## src/rtl/tpfc_pkg.sv

```systemverilog
package tpfc_pkg;

   localparam int RAW_BITS_DEFAULT   = 12;
   localparam int COORD_BITS_DEFAULT = 10;
   localparam int GAIN_BITS          = 17;
   localparam int FRAC_BITS          = 16;
   localparam int CSR_INDEX_BITS     = 3;
   localparam int CSR_DATA_BITS      = 17;

   localparam int CORNER_WIDTH  = 24;
   localparam int CORNER_HEIGHT = 16;

   localparam int CENTER_RESET = 2048;
   localparam int GAIN_X_RESET = 4681;
   localparam int GAIN_Y_RESET = 3744;
   localparam int WIDTH_RESET  = 240;
   localparam int HEIGHT_RESET = 320;
   localparam int AGREE_RESET  = 10;

   typedef enum logic [2:0] {
      OUTCOME_DRAW     = 3'd0,
      OUTCOME_CORNER   = 3'd1,
      OUTCOME_OFF      = 3'd2,
      OUTCOME_DISAGREE = 3'd3,
      OUTCOME_PEN_UP   = 3'd4
   } outcome_type;

   typedef enum logic [CSR_INDEX_BITS-1:0] {
      CSR_CENTER_X    = 3'd0,
      CSR_CENTER_Y    = 3'd1,
      CSR_GAIN_X      = 3'd2,
      CSR_GAIN_Y      = 3'd3,
      CSR_WIDTH       = 3'd4,
      CSR_HEIGHT      = 3'd5,
      CSR_AGREE_LIMIT = 3'd6
   } csr_index_type;

   typedef struct packed {
      logic pen_down;
      logic agree;
   } mid_flags_type;

endpackage

```

## src/rtl/tpfc_if.sv

```systemverilog
interface tpfc_req_if #(
   parameter int RAW_BITS = tpfc_pkg::RAW_BITS_DEFAULT
);
   logic                valid;
   logic                ready;
   logic                pen_down;
   logic [RAW_BITS-1:0] first_x;
   logic [RAW_BITS-1:0] first_y;
   logic [RAW_BITS-1:0] second_x;
   logic [RAW_BITS-1:0] second_y;

   modport source (output valid, pen_down, first_x, first_y, second_x, second_y,
                   input ready);
   modport sink   (input valid, pen_down, first_x, first_y, second_x, second_y,
                   output ready);
endinterface

interface tpfc_rsp_if #(
   parameter int RAW_BITS   = tpfc_pkg::RAW_BITS_DEFAULT,
   parameter int COORD_BITS = tpfc_pkg::COORD_BITS_DEFAULT
);
   logic                  valid;
   logic                  ready;
   tpfc_pkg::outcome_type outcome;
   logic [COORD_BITS-1:0] screen_x;
   logic [COORD_BITS-1:0] screen_y;
   logic [RAW_BITS-1:0]   avg_x;
   logic [RAW_BITS-1:0]   avg_y;

   modport source (output valid, outcome, screen_x, screen_y, avg_x, avg_y,
                   input ready);
   modport sink   (input valid, outcome, screen_x, screen_y, avg_x, avg_y,
                   output ready);
endinterface

interface tpfc_csr_if;
   logic                                 valid;
   logic                                 ready;
   logic [tpfc_pkg::CSR_INDEX_BITS-1:0]  index;
   logic [tpfc_pkg::CSR_DATA_BITS-1:0]   data;

   modport source (output valid, index, data, input ready);
   modport sink   (input valid, index, data, output ready);
endinterface

```

## src/rtl/tpfc_csr_regs.sv

```systemverilog
module tpfc_csr_regs #(
   parameter int RAW_BITS   = tpfc_pkg::RAW_BITS_DEFAULT,
   parameter int COORD_BITS = tpfc_pkg::COORD_BITS_DEFAULT
) (
   input  logic                                clock,
   input  logic                                reset,
   tpfc_csr_if.sink                            csr_chan,
   output logic [RAW_BITS-1:0]                 center_x,
   output logic [RAW_BITS-1:0]                 center_y,
   output logic signed [tpfc_pkg::GAIN_BITS-1:0] gain_x,
   output logic signed [tpfc_pkg::GAIN_BITS-1:0] gain_y,
   output logic [COORD_BITS-1:0]               screen_width,
   output logic [COORD_BITS-1:0]               screen_height,
   output logic [RAW_BITS-1:0]                 agree_limit
);
   import tpfc_pkg::*;

   logic [RAW_BITS-1:0]          center_x_ff, center_x_in;
   logic [RAW_BITS-1:0]          center_y_ff, center_y_in;
   logic signed [GAIN_BITS-1:0]  gain_x_ff, gain_x_in;
   logic signed [GAIN_BITS-1:0]  gain_y_ff, gain_y_in;
   logic [COORD_BITS-1:0]        width_ff, width_in;
   logic [COORD_BITS-1:0]        height_ff, height_in;
   logic [RAW_BITS-1:0]          agree_ff, agree_in;

   assign csr_chan.ready = 1'b1;

   always_comb begin
      center_x_in = center_x_ff;
      center_y_in = center_y_ff;
      gain_x_in   = gain_x_ff;
      gain_y_in   = gain_y_ff;
      width_in    = width_ff;
      height_in   = height_ff;
      agree_in    = agree_ff;
      if (csr_chan.valid) begin
         unique case (csr_chan.index)
            CSR_CENTER_X:    center_x_in = csr_chan.data[RAW_BITS-1:0];
            CSR_CENTER_Y:    center_y_in = csr_chan.data[RAW_BITS-1:0];
            CSR_GAIN_X:      gain_x_in   = signed'(csr_chan.data[GAIN_BITS-1:0]);
            CSR_GAIN_Y:      gain_y_in   = signed'(csr_chan.data[GAIN_BITS-1:0]);
            CSR_WIDTH:       width_in    = csr_chan.data[COORD_BITS-1:0];
            CSR_HEIGHT:      height_in   = csr_chan.data[COORD_BITS-1:0];
            CSR_AGREE_LIMIT: agree_in    = csr_chan.data[RAW_BITS-1:0];
            default: ;
         endcase
      end
   end

   always_ff @(posedge clock) begin
      if (reset) begin
         center_x_ff <= RAW_BITS'(CENTER_RESET);
         center_y_ff <= RAW_BITS'(CENTER_RESET);
         gain_x_ff   <= GAIN_BITS'(GAIN_X_RESET);
         gain_y_ff   <= GAIN_BITS'(GAIN_Y_RESET);
         width_ff    <= COORD_BITS'(WIDTH_RESET);
         height_ff   <= COORD_BITS'(HEIGHT_RESET);
         agree_ff    <= RAW_BITS'(AGREE_RESET);
      end else begin
         center_x_ff <= center_x_in;
         center_y_ff <= center_y_in;
         gain_x_ff   <= gain_x_in;
         gain_y_ff   <= gain_y_in;
         width_ff    <= width_in;
         height_ff   <= height_in;
         agree_ff    <= agree_in;
      end
   end

   assign center_x      = center_x_ff;
   assign center_y      = center_y_ff;
   assign gain_x        = gain_x_ff;
   assign gain_y        = gain_y_ff;
   assign screen_width  = width_ff;
   assign screen_height = height_ff;
   assign agree_limit   = agree_ff;

endmodule

```

## src/rtl/tpfc_front.sv

```systemverilog
module tpfc_front #(
   parameter int RAW_BITS = tpfc_pkg::RAW_BITS_DEFAULT,
   parameter int PROD_W   = RAW_BITS + 1 + tpfc_pkg::GAIN_BITS
) (
   input  logic                                  clock,
   input  logic                                  enable,
   input  logic                                  pen_down,
   input  logic [RAW_BITS-1:0]                   first_x,
   input  logic [RAW_BITS-1:0]                   first_y,
   input  logic [RAW_BITS-1:0]                   second_x,
   input  logic [RAW_BITS-1:0]                   second_y,
   input  logic [RAW_BITS-1:0]                   center_x,
   input  logic [RAW_BITS-1:0]                   center_y,
   input  logic signed [tpfc_pkg::GAIN_BITS-1:0] gain_x,
   input  logic signed [tpfc_pkg::GAIN_BITS-1:0] gain_y,
   input  logic [RAW_BITS-1:0]                   agree_limit,
   output tpfc_pkg::mid_flags_type               flags,
   output logic [RAW_BITS-1:0]                   avg_x,
   output logic [RAW_BITS-1:0]                   avg_y,
   output logic signed [PROD_W-1:0]              prod_x,
   output logic signed [PROD_W-1:0]              prod_y
);
   import tpfc_pkg::*;

   logic [RAW_BITS-1:0]        diff_x, diff_y;
   logic [RAW_BITS:0]          sum_x, sum_y;
   logic signed [RAW_BITS:0]   dev_x, dev_y;
   mid_flags_type              flags_ff, flags_in;
   logic [RAW_BITS-1:0]        avg_x_ff, avg_x_in, avg_y_ff, avg_y_in;
   logic signed [PROD_W-1:0]   prod_x_ff, prod_x_in, prod_y_ff, prod_y_in;

   always_comb begin
      diff_x = (first_x >= second_x) ? first_x - second_x : second_x - first_x;
      diff_y = (first_y >= second_y) ? first_y - second_y : second_y - first_y;
      sum_x  = {1'b0, first_x} + {1'b0, second_x};
      sum_y  = {1'b0, first_y} + {1'b0, second_y};
      dev_x  = signed'({1'b0, sum_x[RAW_BITS:1]}) - signed'({1'b0, center_x});
      dev_y  = signed'({1'b0, sum_y[RAW_BITS:1]}) - signed'({1'b0, center_y});

      flags_in  = flags_ff;
      avg_x_in  = avg_x_ff;
      avg_y_in  = avg_y_ff;
      prod_x_in = prod_x_ff;
      prod_y_in = prod_y_ff;
      if (enable) begin
         flags_in.pen_down = pen_down;
         flags_in.agree    = (diff_x < agree_limit) && (diff_y < agree_limit);
         avg_x_in          = sum_x[RAW_BITS:1];
         avg_y_in          = sum_y[RAW_BITS:1];
         prod_x_in         = PROD_W'(dev_x) * PROD_W'(gain_x);
         prod_y_in         = PROD_W'(dev_y) * PROD_W'(gain_y);
      end
   end

   always_ff @(posedge clock) begin
      flags_ff  <= flags_in;
      avg_x_ff  <= avg_x_in;
      avg_y_ff  <= avg_y_in;
      prod_x_ff <= prod_x_in;
      prod_y_ff <= prod_y_in;
   end

   assign flags  = flags_ff;
   assign avg_x  = avg_x_ff;
   assign avg_y  = avg_y_ff;
   assign prod_x = prod_x_ff;
   assign prod_y = prod_y_ff;

endmodule

```

## src/rtl/tpfc_classify.sv

```systemverilog
module tpfc_classify #(
   parameter int RAW_BITS   = tpfc_pkg::RAW_BITS_DEFAULT,
   parameter int COORD_BITS = tpfc_pkg::COORD_BITS_DEFAULT,
   parameter int PROD_W     = RAW_BITS + 1 + tpfc_pkg::GAIN_BITS
) (
   input  logic                        clock,
   input  logic                        enable,
   input  tpfc_pkg::mid_flags_type     flags,
   input  logic [RAW_BITS-1:0]         avg_x,
   input  logic [RAW_BITS-1:0]         avg_y,
   input  logic signed [PROD_W-1:0]    prod_x,
   input  logic signed [PROD_W-1:0]    prod_y,
   input  logic [COORD_BITS-1:0]       screen_width,
   input  logic [COORD_BITS-1:0]       screen_height,
   output tpfc_pkg::outcome_type       outcome,
   output logic [COORD_BITS-1:0]       screen_x,
   output logic [COORD_BITS-1:0]       screen_y,
   output logic [RAW_BITS-1:0]         avg_x_out,
   output logic [RAW_BITS-1:0]         avg_y_out
);
   import tpfc_pkg::*;

   localparam int T_W  = PROD_W - FRAC_BITS;
   localparam int LX_W = T_W + COORD_BITS + 2;

   // size - (trunc(prod / 2^16) + size / 2)
   function automatic logic signed [LX_W-1:0] map_axis(
      input logic signed [PROD_W-1:0] prod,
      input logic [COORD_BITS-1:0]    size
   );
      logic signed [T_W-1:0]  t;
      logic signed [LX_W-1:0] s;
      logic signed [LX_W-1:0] h;
      t = signed'(prod[PROD_W-1:FRAC_BITS]);
      if (prod[PROD_W-1] && (prod[FRAC_BITS-1:0] != '0))
         t = t + T_W'(1);
      s = LX_W'({1'b0, size});
      h = LX_W'({1'b0, size[COORD_BITS-1:1]});
      return s - (LX_W'(t) + h);
   endfunction

   logic signed [LX_W-1:0]  lx, ly, size_x, size_y;
   logic                    off_screen, corner;
   outcome_type             outcome_ff, outcome_in;
   logic [COORD_BITS-1:0]   screen_x_ff, screen_x_in, screen_y_ff, screen_y_in;
   logic [RAW_BITS-1:0]     avg_x_ff, avg_x_in, avg_y_ff, avg_y_in;

   always_comb begin
      lx         = map_axis(prod_x, screen_width);
      ly         = map_axis(prod_y, screen_height);
      size_x     = LX_W'({1'b0, screen_width});
      size_y     = LX_W'({1'b0, screen_height});
      off_screen = (lx < 0) || (ly < 0) || (lx >= size_x) || (ly >= size_y);
      corner     = (lx > size_x - LX_W'(CORNER_WIDTH)) && (ly < LX_W'(CORNER_HEIGHT));

      outcome_in  = outcome_ff;
      screen_x_in = screen_x_ff;
      screen_y_in = screen_y_ff;
      avg_x_in    = avg_x_ff;
      avg_y_in    = avg_y_ff;
      if (enable) begin
         screen_x_in = '0;
         screen_y_in = '0;
         avg_x_in    = '0;
         avg_y_in    = '0;
         priority if (!flags.pen_down) begin
            outcome_in = OUTCOME_PEN_UP;
         end else if (!flags.agree) begin
            outcome_in = OUTCOME_DISAGREE;
         end else begin
            avg_x_in = avg_x;
            avg_y_in = avg_y;
            if (off_screen) begin
               outcome_in = OUTCOME_OFF;
            end else begin
               screen_x_in = lx[COORD_BITS-1:0];
               screen_y_in = ly[COORD_BITS-1:0];
               outcome_in  = corner ? OUTCOME_CORNER : OUTCOME_DRAW;
            end
         end
      end
   end

   always_ff @(posedge clock) begin
      outcome_ff  <= outcome_in;
      screen_x_ff <= screen_x_in;
      screen_y_ff <= screen_y_in;
      avg_x_ff    <= avg_x_in;
      avg_y_ff    <= avg_y_in;
   end

   assign outcome   = outcome_ff;
   assign screen_x  = screen_x_ff;
   assign screen_y  = screen_y_ff;
   assign avg_x_out = avg_x_ff;
   assign avg_y_out = avg_y_ff;

endmodule

```

## src/rtl/touch_point_filter_calibrate_core.sv

```systemverilog
// A word accepted into the input register moves on to the multiply stage and then to
// the classify stage, whose register drives rsp. Throughput: one word per cycle while
// rsp is ready; input register, multiply stage, classify stage.
// Each stage advances whenever the stage after it is empty or moving on.
// Reset empties the pipeline and loads the calibration registers with their defaults.
module touch_point_filter_calibrate_core #(
   parameter int RAW_BITS   = tpfc_pkg::RAW_BITS_DEFAULT,
   parameter int COORD_BITS = tpfc_pkg::COORD_BITS_DEFAULT
) (
   input  logic        clock,
   input  logic        reset,
   tpfc_req_if.sink    req_chan,
   tpfc_rsp_if.source  rsp_chan,
   tpfc_csr_if.sink    csr_chan
);
   import tpfc_pkg::*;

   localparam int PROD_W = RAW_BITS + 1 + GAIN_BITS;

   logic [RAW_BITS-1:0]         center_x, center_y, agree_limit;
   logic signed [GAIN_BITS-1:0] gain_x, gain_y;
   logic [COORD_BITS-1:0]       screen_width, screen_height;

   logic                        in_valid_ff, in_valid_in;
   logic                        mid_valid_ff, mid_valid_in;
   logic                        out_valid_ff, out_valid_in;
   logic                        adv_in, adv_mid, adv_out;

   logic                        pen_ff, pen_in;
   logic [RAW_BITS-1:0]         fx_ff, fx_in, fy_ff, fy_in, sx_ff, sx_in, sy_ff, sy_in;

   mid_flags_type               mid_flags;
   logic [RAW_BITS-1:0]         mid_avg_x, mid_avg_y;
   logic signed [PROD_W-1:0]    mid_prod_x, mid_prod_y;

   tpfc_csr_regs #(
      .RAW_BITS   (RAW_BITS),
      .COORD_BITS (COORD_BITS)
   ) u_csr (
      .clock         (clock),
      .reset         (reset),
      .csr_chan      (csr_chan),
      .center_x      (center_x),
      .center_y      (center_y),
      .gain_x        (gain_x),
      .gain_y        (gain_y),
      .screen_width  (screen_width),
      .screen_height (screen_height),
      .agree_limit   (agree_limit)
   );

   always_comb begin
      adv_out = !out_valid_ff || rsp_chan.ready;
      adv_mid = !mid_valid_ff || adv_out;
      adv_in  = !in_valid_ff || adv_mid;

      in_valid_in  = adv_in  ? req_chan.valid : in_valid_ff;
      mid_valid_in = adv_mid ? in_valid_ff    : mid_valid_ff;
      out_valid_in = adv_out ? mid_valid_ff   : out_valid_ff;

      pen_in = pen_ff;
      fx_in  = fx_ff;
      fy_in  = fy_ff;
      sx_in  = sx_ff;
      sy_in  = sy_ff;
      if (adv_in) begin
         pen_in = req_chan.pen_down;
         fx_in  = req_chan.first_x;
         fy_in  = req_chan.first_y;
         sx_in  = req_chan.second_x;
         sy_in  = req_chan.second_y;
      end
   end

   assign req_chan.ready = adv_in;
   assign rsp_chan.valid = out_valid_ff;

   always_ff @(posedge clock) begin
      if (reset) begin
         in_valid_ff  <= 1'b0;
         mid_valid_ff <= 1'b0;
         out_valid_ff <= 1'b0;
      end else begin
         in_valid_ff  <= in_valid_in;
         mid_valid_ff <= mid_valid_in;
         out_valid_ff <= out_valid_in;
      end
   end

   always_ff @(posedge clock) begin
      pen_ff <= pen_in;
      fx_ff  <= fx_in;
      fy_ff  <= fy_in;
      sx_ff  <= sx_in;
      sy_ff  <= sy_in;
   end

   tpfc_front #(
      .RAW_BITS (RAW_BITS),
      .PROD_W   (PROD_W)
   ) u_front (
      .clock       (clock),
      .enable      (adv_mid),
      .pen_down    (pen_ff),
      .first_x     (fx_ff),
      .first_y     (fy_ff),
      .second_x    (sx_ff),
      .second_y    (sy_ff),
      .center_x    (center_x),
      .center_y    (center_y),
      .gain_x      (gain_x),
      .gain_y      (gain_y),
      .agree_limit (agree_limit),
      .flags       (mid_flags),
      .avg_x       (mid_avg_x),
      .avg_y       (mid_avg_y),
      .prod_x      (mid_prod_x),
      .prod_y      (mid_prod_y)
   );

   tpfc_classify #(
      .RAW_BITS   (RAW_BITS),
      .COORD_BITS (COORD_BITS),
      .PROD_W     (PROD_W)
   ) u_classify (
      .clock         (clock),
      .enable        (adv_out),
      .flags         (mid_flags),
      .avg_x         (mid_avg_x),
      .avg_y         (mid_avg_y),
      .prod_x        (mid_prod_x),
      .prod_y        (mid_prod_y),
      .screen_width  (screen_width),
      .screen_height (screen_height),
      .outcome       (rsp_chan.outcome),
      .screen_x      (rsp_chan.screen_x),
      .screen_y      (rsp_chan.screen_y),
      .avg_x_out     (rsp_chan.avg_x),
      .avg_y_out     (rsp_chan.avg_y)
   );

   a_point_on_screen: assert property (@(posedge clock) disable iff (reset)
      rsp_chan.valid && (rsp_chan.outcome == OUTCOME_DRAW ||
                         rsp_chan.outcome == OUTCOME_CORNER)
      |-> (rsp_chan.screen_x < screen_width) && (rsp_chan.screen_y < screen_height))
      else $error("mapped point outside screen");

   a_no_point_when_rejected: assert property (@(posedge clock) disable iff (reset)
      rsp_chan.valid && (rsp_chan.outcome == OUTCOME_OFF ||
                         rsp_chan.outcome == OUTCOME_DISAGREE ||
                         rsp_chan.outcome == OUTCOME_PEN_UP)
      |-> (rsp_chan.screen_x == '0) && (rsp_chan.screen_y == '0))
      else $error("stale point on rejected word");

   a_no_avg_when_filtered: assert property (@(posedge clock) disable iff (reset)
      rsp_chan.valid && (rsp_chan.outcome == OUTCOME_DISAGREE ||
                         rsp_chan.outcome == OUTCOME_PEN_UP)
      |-> (rsp_chan.avg_x == '0) && (rsp_chan.avg_y == '0))
      else $error("average on filtered word");

   a_no_invented_word: assert property (@(posedge clock) disable iff (reset)
      rsp_chan.valid && rsp_chan.ready && !mid_valid_ff |=> !rsp_chan.valid)
      else $error("output word without a source");

endmodule
```

## src/flat_wrapper.sv

```systemverilog
// flat-port wrapper written by rule: the top's interface ports become plain ports
module touch_point_filter_calibrate_core_flat import tpfc_pkg::*;
#(
   parameter int RAW_BITS   = tpfc_pkg::RAW_BITS_DEFAULT,
   parameter int COORD_BITS = tpfc_pkg::COORD_BITS_DEFAULT
)
  (clock, reset, req_chan_valid, req_chan_pen_down, req_chan_first_x, req_chan_first_y, req_chan_second_x, req_chan_second_y, req_chan_ready, rsp_chan_valid, rsp_chan_outcome, rsp_chan_screen_x, rsp_chan_screen_y, rsp_chan_avg_x, rsp_chan_avg_y, rsp_chan_ready, csr_chan_valid, csr_chan_index, csr_chan_data, csr_chan_ready);
  tpfc_req_if #(.RAW_BITS(RAW_BITS)) req_chan_i ();
  tpfc_rsp_if #(.RAW_BITS(RAW_BITS), .COORD_BITS(COORD_BITS)) rsp_chan_i ();
  tpfc_csr_if csr_chan_i ();
  input  logic clock;
  input  logic reset;
  input wire logic [$bits(req_chan_i.valid)-1:0] req_chan_valid;
  input wire logic [$bits(req_chan_i.pen_down)-1:0] req_chan_pen_down;
  input wire logic [$bits(req_chan_i.first_x)-1:0] req_chan_first_x;
  input wire logic [$bits(req_chan_i.first_y)-1:0] req_chan_first_y;
  input wire logic [$bits(req_chan_i.second_x)-1:0] req_chan_second_x;
  input wire logic [$bits(req_chan_i.second_y)-1:0] req_chan_second_y;
  output wire logic [$bits(req_chan_i.ready)-1:0] req_chan_ready;
  output wire logic [$bits(rsp_chan_i.valid)-1:0] rsp_chan_valid;
  output wire logic [$bits(rsp_chan_i.outcome)-1:0] rsp_chan_outcome;
  output wire logic [$bits(rsp_chan_i.screen_x)-1:0] rsp_chan_screen_x;
  output wire logic [$bits(rsp_chan_i.screen_y)-1:0] rsp_chan_screen_y;
  output wire logic [$bits(rsp_chan_i.avg_x)-1:0] rsp_chan_avg_x;
  output wire logic [$bits(rsp_chan_i.avg_y)-1:0] rsp_chan_avg_y;
  input wire logic [$bits(rsp_chan_i.ready)-1:0] rsp_chan_ready;
  input wire logic [$bits(csr_chan_i.valid)-1:0] csr_chan_valid;
  input wire logic [$bits(csr_chan_i.index)-1:0] csr_chan_index;
  input wire logic [$bits(csr_chan_i.data)-1:0] csr_chan_data;
  output wire logic [$bits(csr_chan_i.ready)-1:0] csr_chan_ready;
  assign req_chan_i.valid = req_chan_valid;
  assign req_chan_i.pen_down = req_chan_pen_down;
  assign req_chan_i.first_x = req_chan_first_x;
  assign req_chan_i.first_y = req_chan_first_y;
  assign req_chan_i.second_x = req_chan_second_x;
  assign req_chan_i.second_y = req_chan_second_y;
  assign req_chan_ready = req_chan_i.ready;
  assign rsp_chan_valid = rsp_chan_i.valid;
  assign rsp_chan_outcome = rsp_chan_i.outcome;
  assign rsp_chan_screen_x = rsp_chan_i.screen_x;
  assign rsp_chan_screen_y = rsp_chan_i.screen_y;
  assign rsp_chan_avg_x = rsp_chan_i.avg_x;
  assign rsp_chan_avg_y = rsp_chan_i.avg_y;
  assign rsp_chan_i.ready = rsp_chan_ready;
  assign csr_chan_i.valid = csr_chan_valid;
  assign csr_chan_i.index = csr_chan_index;
  assign csr_chan_i.data = csr_chan_data;
  assign csr_chan_ready = csr_chan_i.ready;
  touch_point_filter_calibrate_core #(.RAW_BITS(RAW_BITS), .COORD_BITS(COORD_BITS)) u_core (.clock(clock), .reset(reset), .req_chan(req_chan_i), .rsp_chan(rsp_chan_i), .csr_chan(csr_chan_i));
endmodule
```

## config.mk

```make
export PLATFORM = sky130hd
export DESIGN_NAME = touch_point_filter_calibrate_core_flat
export DESIGN_NICKNAME = d
export VERILOG_FILES = /design/src/rtl/tpfc_pkg.sv /design/src/rtl/tpfc_if.sv /design/src/rtl/tpfc_csr_regs.sv /design/src/rtl/tpfc_front.sv /design/src/rtl/tpfc_classify.sv /design/src/rtl/touch_point_filter_calibrate_core.sv /design/src/flat_wrapper.sv
export SDC_FILE = /design/constraint.sdc
export NUM_CORES = 2
export LEC_CHECK = 0
export BUFFER_PORTS_ARGS = -buffer_cell sky130_fd_sc_hd__buf_2
export CAP_MARGIN = 20
export CORE_MARGIN = 4
export CORE_UTILIZATION = 48
export DETAILED_ROUTE_END_ITERATION = 16
export PLACE_DENSITY_LB_ADDON = 0.1
export SYNTH_ARGS = -nofsm -noshare
export SYNTH_HDL_FRONTEND = slang
export SYNTH_HIERARCHICAL = 1
export SYNTH_SLANG_ARGS = --single-unit
```

## constraint.sdc

```tcl
create_clock -name clock -period 18.6 [get_ports clock]
set_clock_uncertainty 0.15 [all_clocks]
set_input_delay 2.79 -clock clock [delete_from_list [all_inputs] [get_ports clock]]
set_output_delay 2.79 -clock clock [all_outputs]
set_load 0.03 [all_outputs]
```

==> results list <==
* Peak Freq: 106 MHz
- Summed over all nets, the half-perimeter wirelength after detailed placement is 68,600 µm.
* Number of antenna violations at the first check in global routing: 3
* Number of synthesized register bits: 275
- In this run the worst hold path is classified as register to register.
- Worst slack on hold paths: 279 ps
* Filler cell count in the final layout: 6,400
- Sequential element share of the synthesized area: 0.216
* Number of buffer cells added on primary ports: about 120
- Gates resized during post-CTS repair numbered 0.
- Counting flops with a built-in enable in the synthesized netlist gives ~180.
* Outcome: finished clean
* Top flip-flop cell by instance count after synthesis: sky130_fd_sc_hd__edfxtp_1
- The slowest stage of the critical path belongs to the cell sky130_fd_sc_hd__a2111oi_0.
* Global route overflow: 0
* Layout cell share with drive strength beyond 1: 0.0726
* Length of the first detailed-routing pass in iterations: 8
- The detailed router placed 24,170 vias in this run.
- Worst-case clock buffer depth: 3
* Setup crit end kind: register
- Number of top-level design ports: 124
* Initial DRC count: 1,274
- Post-synth top area share: 0.259
- Entering global routing, the biggest net connects 73 pins.
- The floorplan step defined a core boundary enclosing around 70,000 µm².
- The setup path with the least slack is of type register to register.
- The initial utilization of the core area, before any placement, comes to 0.484.
- Root Buffer Master: sky130_fd_sc_hd__clkbuf_16
- In the post-synthesis netlist, the biggest area contributors are sky130_fd_sc_hd__fa_1 26%, sky130_fd_sc_hd__edfxtp_1 16%, sky130_fd_sc_hd__ha_1 12%.
- STA classifies the critical path startpoint as a register.
- Async SR Flop Fraction: 0
* Period utilization: 0.506
- The routed design has 85,600 µm of wire.
- Wire length of the first global-routing pass: about 140,000 µm
* Worst-Skew Late Latency: 560 ps
- Counting the buffers created by CTS gives 36.
* Unrepaired setup endpoints after global routing: no
* H-tree levels: 2
- Netlist area before placement: between 30,000 and 40,000 µm²
* Number of design rule violations left after detail routing: 0
- Buffers inserted by post-CTS timing repair: 0
* Via count of the first global-routing pass: 25,666
- Worst path required time: approximately 19,000 ps
- The congestion estimate from routability-driven global placement came to 0.886.
- The average instance in the mapped netlist occupies 9.70 µm².
* Rel. slew slack: 0.263
- The final-report hold violation count was 0.
- OpenSTA, run right after detailed placement, puts the worst setup slack at 9260 ps.
* TritonCTS clock tree: built
- Slew Viols, Final: 0
* Cell area reported after detailed placement: 35,300 µm²
* Minimum period implied by the final worst setup slack: 9420 ps
- Setup violations remaining at the end of the flow were counted as 0.
- For this design, the sink count on the clock tree is 275.
* Maximum fanout count along the critical path: 18
- Overall routing resource usage: 0.231
* CP arrival: 9570 ps
- Yosys warning count: 6
- Clock-pin slew was measured on the worst setup and hold paths at 60 ps.
- Yosys top cell by area: sky130_fd_sc_hd__fa_1
- Die width: 274 µm
- Counting every net in the synthesized netlist gives 4,338.
- The tool flagged a number of max-cap violations equal to 0.
- NumNets Final: 4,391
- The floorplan step set the die height to between 200 and 300 µm.
- Number of buffers inserted by hold repair at cts: 0
- Among the stages of the critical path, the cell type that occurs most often is sky130_fd_sc_hd__fa_1.
- The largest single stage delay on the critical path is 520 ps.
- In the synthesized netlist, the number of instances is around 3,500.
- Die area: 74,900 µm²
* Synth-to-Final Area Change: 7.59%
* Via-to-Cell Ratio: 5.36
- Number of nets still failing antenna checks after routing: 0
* Post-route standard cell area excluding fillers: between 30,000 and 40,000 µm²
- Min setup slack post-route: 9180 ps
- Yosys mapped the design onto 93 distinct sky130hd cell types.
- Row generation in the floorplan step produced just under 100 rows.
* Routed wire per std cell: 19.0 µm
* Total Negative Setup Slacks: 0 ps
- Actual transition at the worst max-transition pin: ~1100 ps
[cell usage in the layout, fill, tap and decap left out, types with 109 or more instances in the layout]
master / count
sky130_fd_sc_hd__a21oi_1: 152
sky130_fd_sc_hd__and2_1: 117
sky130_fd_sc_hd__buf_2: 121
sky130_fd_sc_hd__edfxtp_1: 182
sky130_fd_sc_hd__fa_1: 439
sky130_fd_sc_hd__ha_1: 335
sky130_fd_sc_hd__inv_1: 607
sky130_fd_sc_hd__mux2i_1: 118
sky130_fd_sc_hd__nand2_1: 280
sky130_fd_sc_hd__nand2b_1: 150
sky130_fd_sc_hd__nor2_1: 160
sky130_fd_sc_hd__xnor2_1: 109
[final timing paths]
| kind | slack, ps | cells past startpoint | start | to |
|---|---|---|---|---|
| setup / recovery | 9180 | 33 | u_core/fx_ff[1]$_DFFE_PP_ | u_core/u_front/prod_x[19]$_DFFE_PP_ |
| hold / removal | 280 | 0 | u_core/pen_ff$_DFFE_PP_ | u_core/u_front/flags[1]$_DFFE_PP_ |
| setup reg to reg | 9180 | 33 | u_core/fx_ff[1]$_DFFE_PP_ | u_core/u_front/prod_x[19]$_DFFE_PP_ |
| hold reg to reg | 280 | 0 | u_core/pen_ff$_DFFE_PP_ | u_core/u_front/flags[1]$_DFFE_PP_ |
[cells by family (layout without fill, tap and decap cells)]
kind of cell	count (synthesis)	after routing	share of synthesized area
buffers and inverters	734	813	0.0843
AOI/OAI and AO/OA	423	423	0.0825
muxes	125	125	0.0374
DFF	275	275	0.216
other	1	4	0.000111
adders and majority gates	774	774	0.383
and+or+nand+nor	999	999	0.155
xor gates and xnor gates	159	159	0.0413
[registers in the layout, summed over array words and instances (netlist names), 3 cells and up]
register,count
u_core/u_classify/screen_y,10
u_core/u_csr/agree_limit,12
u_core/u_csr/gain_x,17
u_core/fx_ff,12
u_core/sy_ff,12
u_core/u_front/avg_x,12
u_core/u_csr/gain_y,17
u_core/u_csr/screen_height,10
u_core/u_front/avg_y,12
u_core/sx_ff,12
u_core/u_csr/screen_width,10
u_core/fy_ff,12
u_core/u_front/prod_y,30
u_core/u_csr/center_y,12
u_core/u_classify/avg_y_out,12
u_core/u_classify/outcome,3
u_core/u_front/prod_x,30
u_core/u_classify/avg_x_out,12
u_core/u_csr/center_x,12
u_core/u_classify/screen_x,10
[worst max-delay path: cells and delay by family (launching register included)]
kind	cells	cell delay, ps
buffers and inverters	5	430
adder cells (fa/ha/maj)	9	3910
AO/OA/AOI/OAI	14	3540
AND/OR/NAND/NOR	4	460
XOR/XNOR	1	250
flip-flops	1	430
[stage by stage]
stage,util,cells
final,0.520,4512
after global routing,0.520,4512
after CTS,0.520,4509
after detailed placement,0.504,4445
after global placement,0.504,4445
after floorplan,-,3490
[cells in the mapped netlist (all sizes together) (4+ instances only)]
cell and n:
mux2i 118, nor3b 21, xor2 45, nor2 162, or3 13, a2111oi 5, or3b 4, nand2 281
fa 439, nand4b 7, dfxtp 93, o21bai 18, o21a 26, a31oi 12, ha 335, buf 33
a21o 34, a221oi 5, a211oi 16, and4b 5, a21boi 9, o21ai 62, mux2 7, nand4 18
nand3 41, o211ai 20, o22ai 4, o31ai 10, and3 45, nand3b 4, xnor2 114, a211o 5
a21oi 156, or2 7, inv 607, nor4 13, nor3 31, a311o 4, edfxtp 182, and2 117
nor2b 66, nand2b 151, clkbuf 94
[routing by layer]
layer  up-vias  global-route usage  wire length [µm]
li1      11376                   -                 -
met1     12152               0.310             37400
met2       547               0.401             42700
met3        95              0.0296              3960
met4         0              0.0542              1570
met5         -                   0                 0
[area by class of cell]
type | instances | area, µm² | area share
Multi-Input combinational cell | 2481 | 23700 | 0.651
Sequential cell | 275 | 7330 | 0.201
Inverter | 607 | 2280 | 0.0625
Tap cell | 940 | 1180 | 0.0323
Clock buffer | 43 | 948 | 0.0260
Timing Repair Buffer | 142 | 763 | 0.0209
Clock inverter | 21 | 203 | 0.00556
Antenna cell | 3 | 7.51 | 0.000206
Power is not shown: default switching activity piles up to over one toggle a cycle in this logic, so the estimate is an artifact.
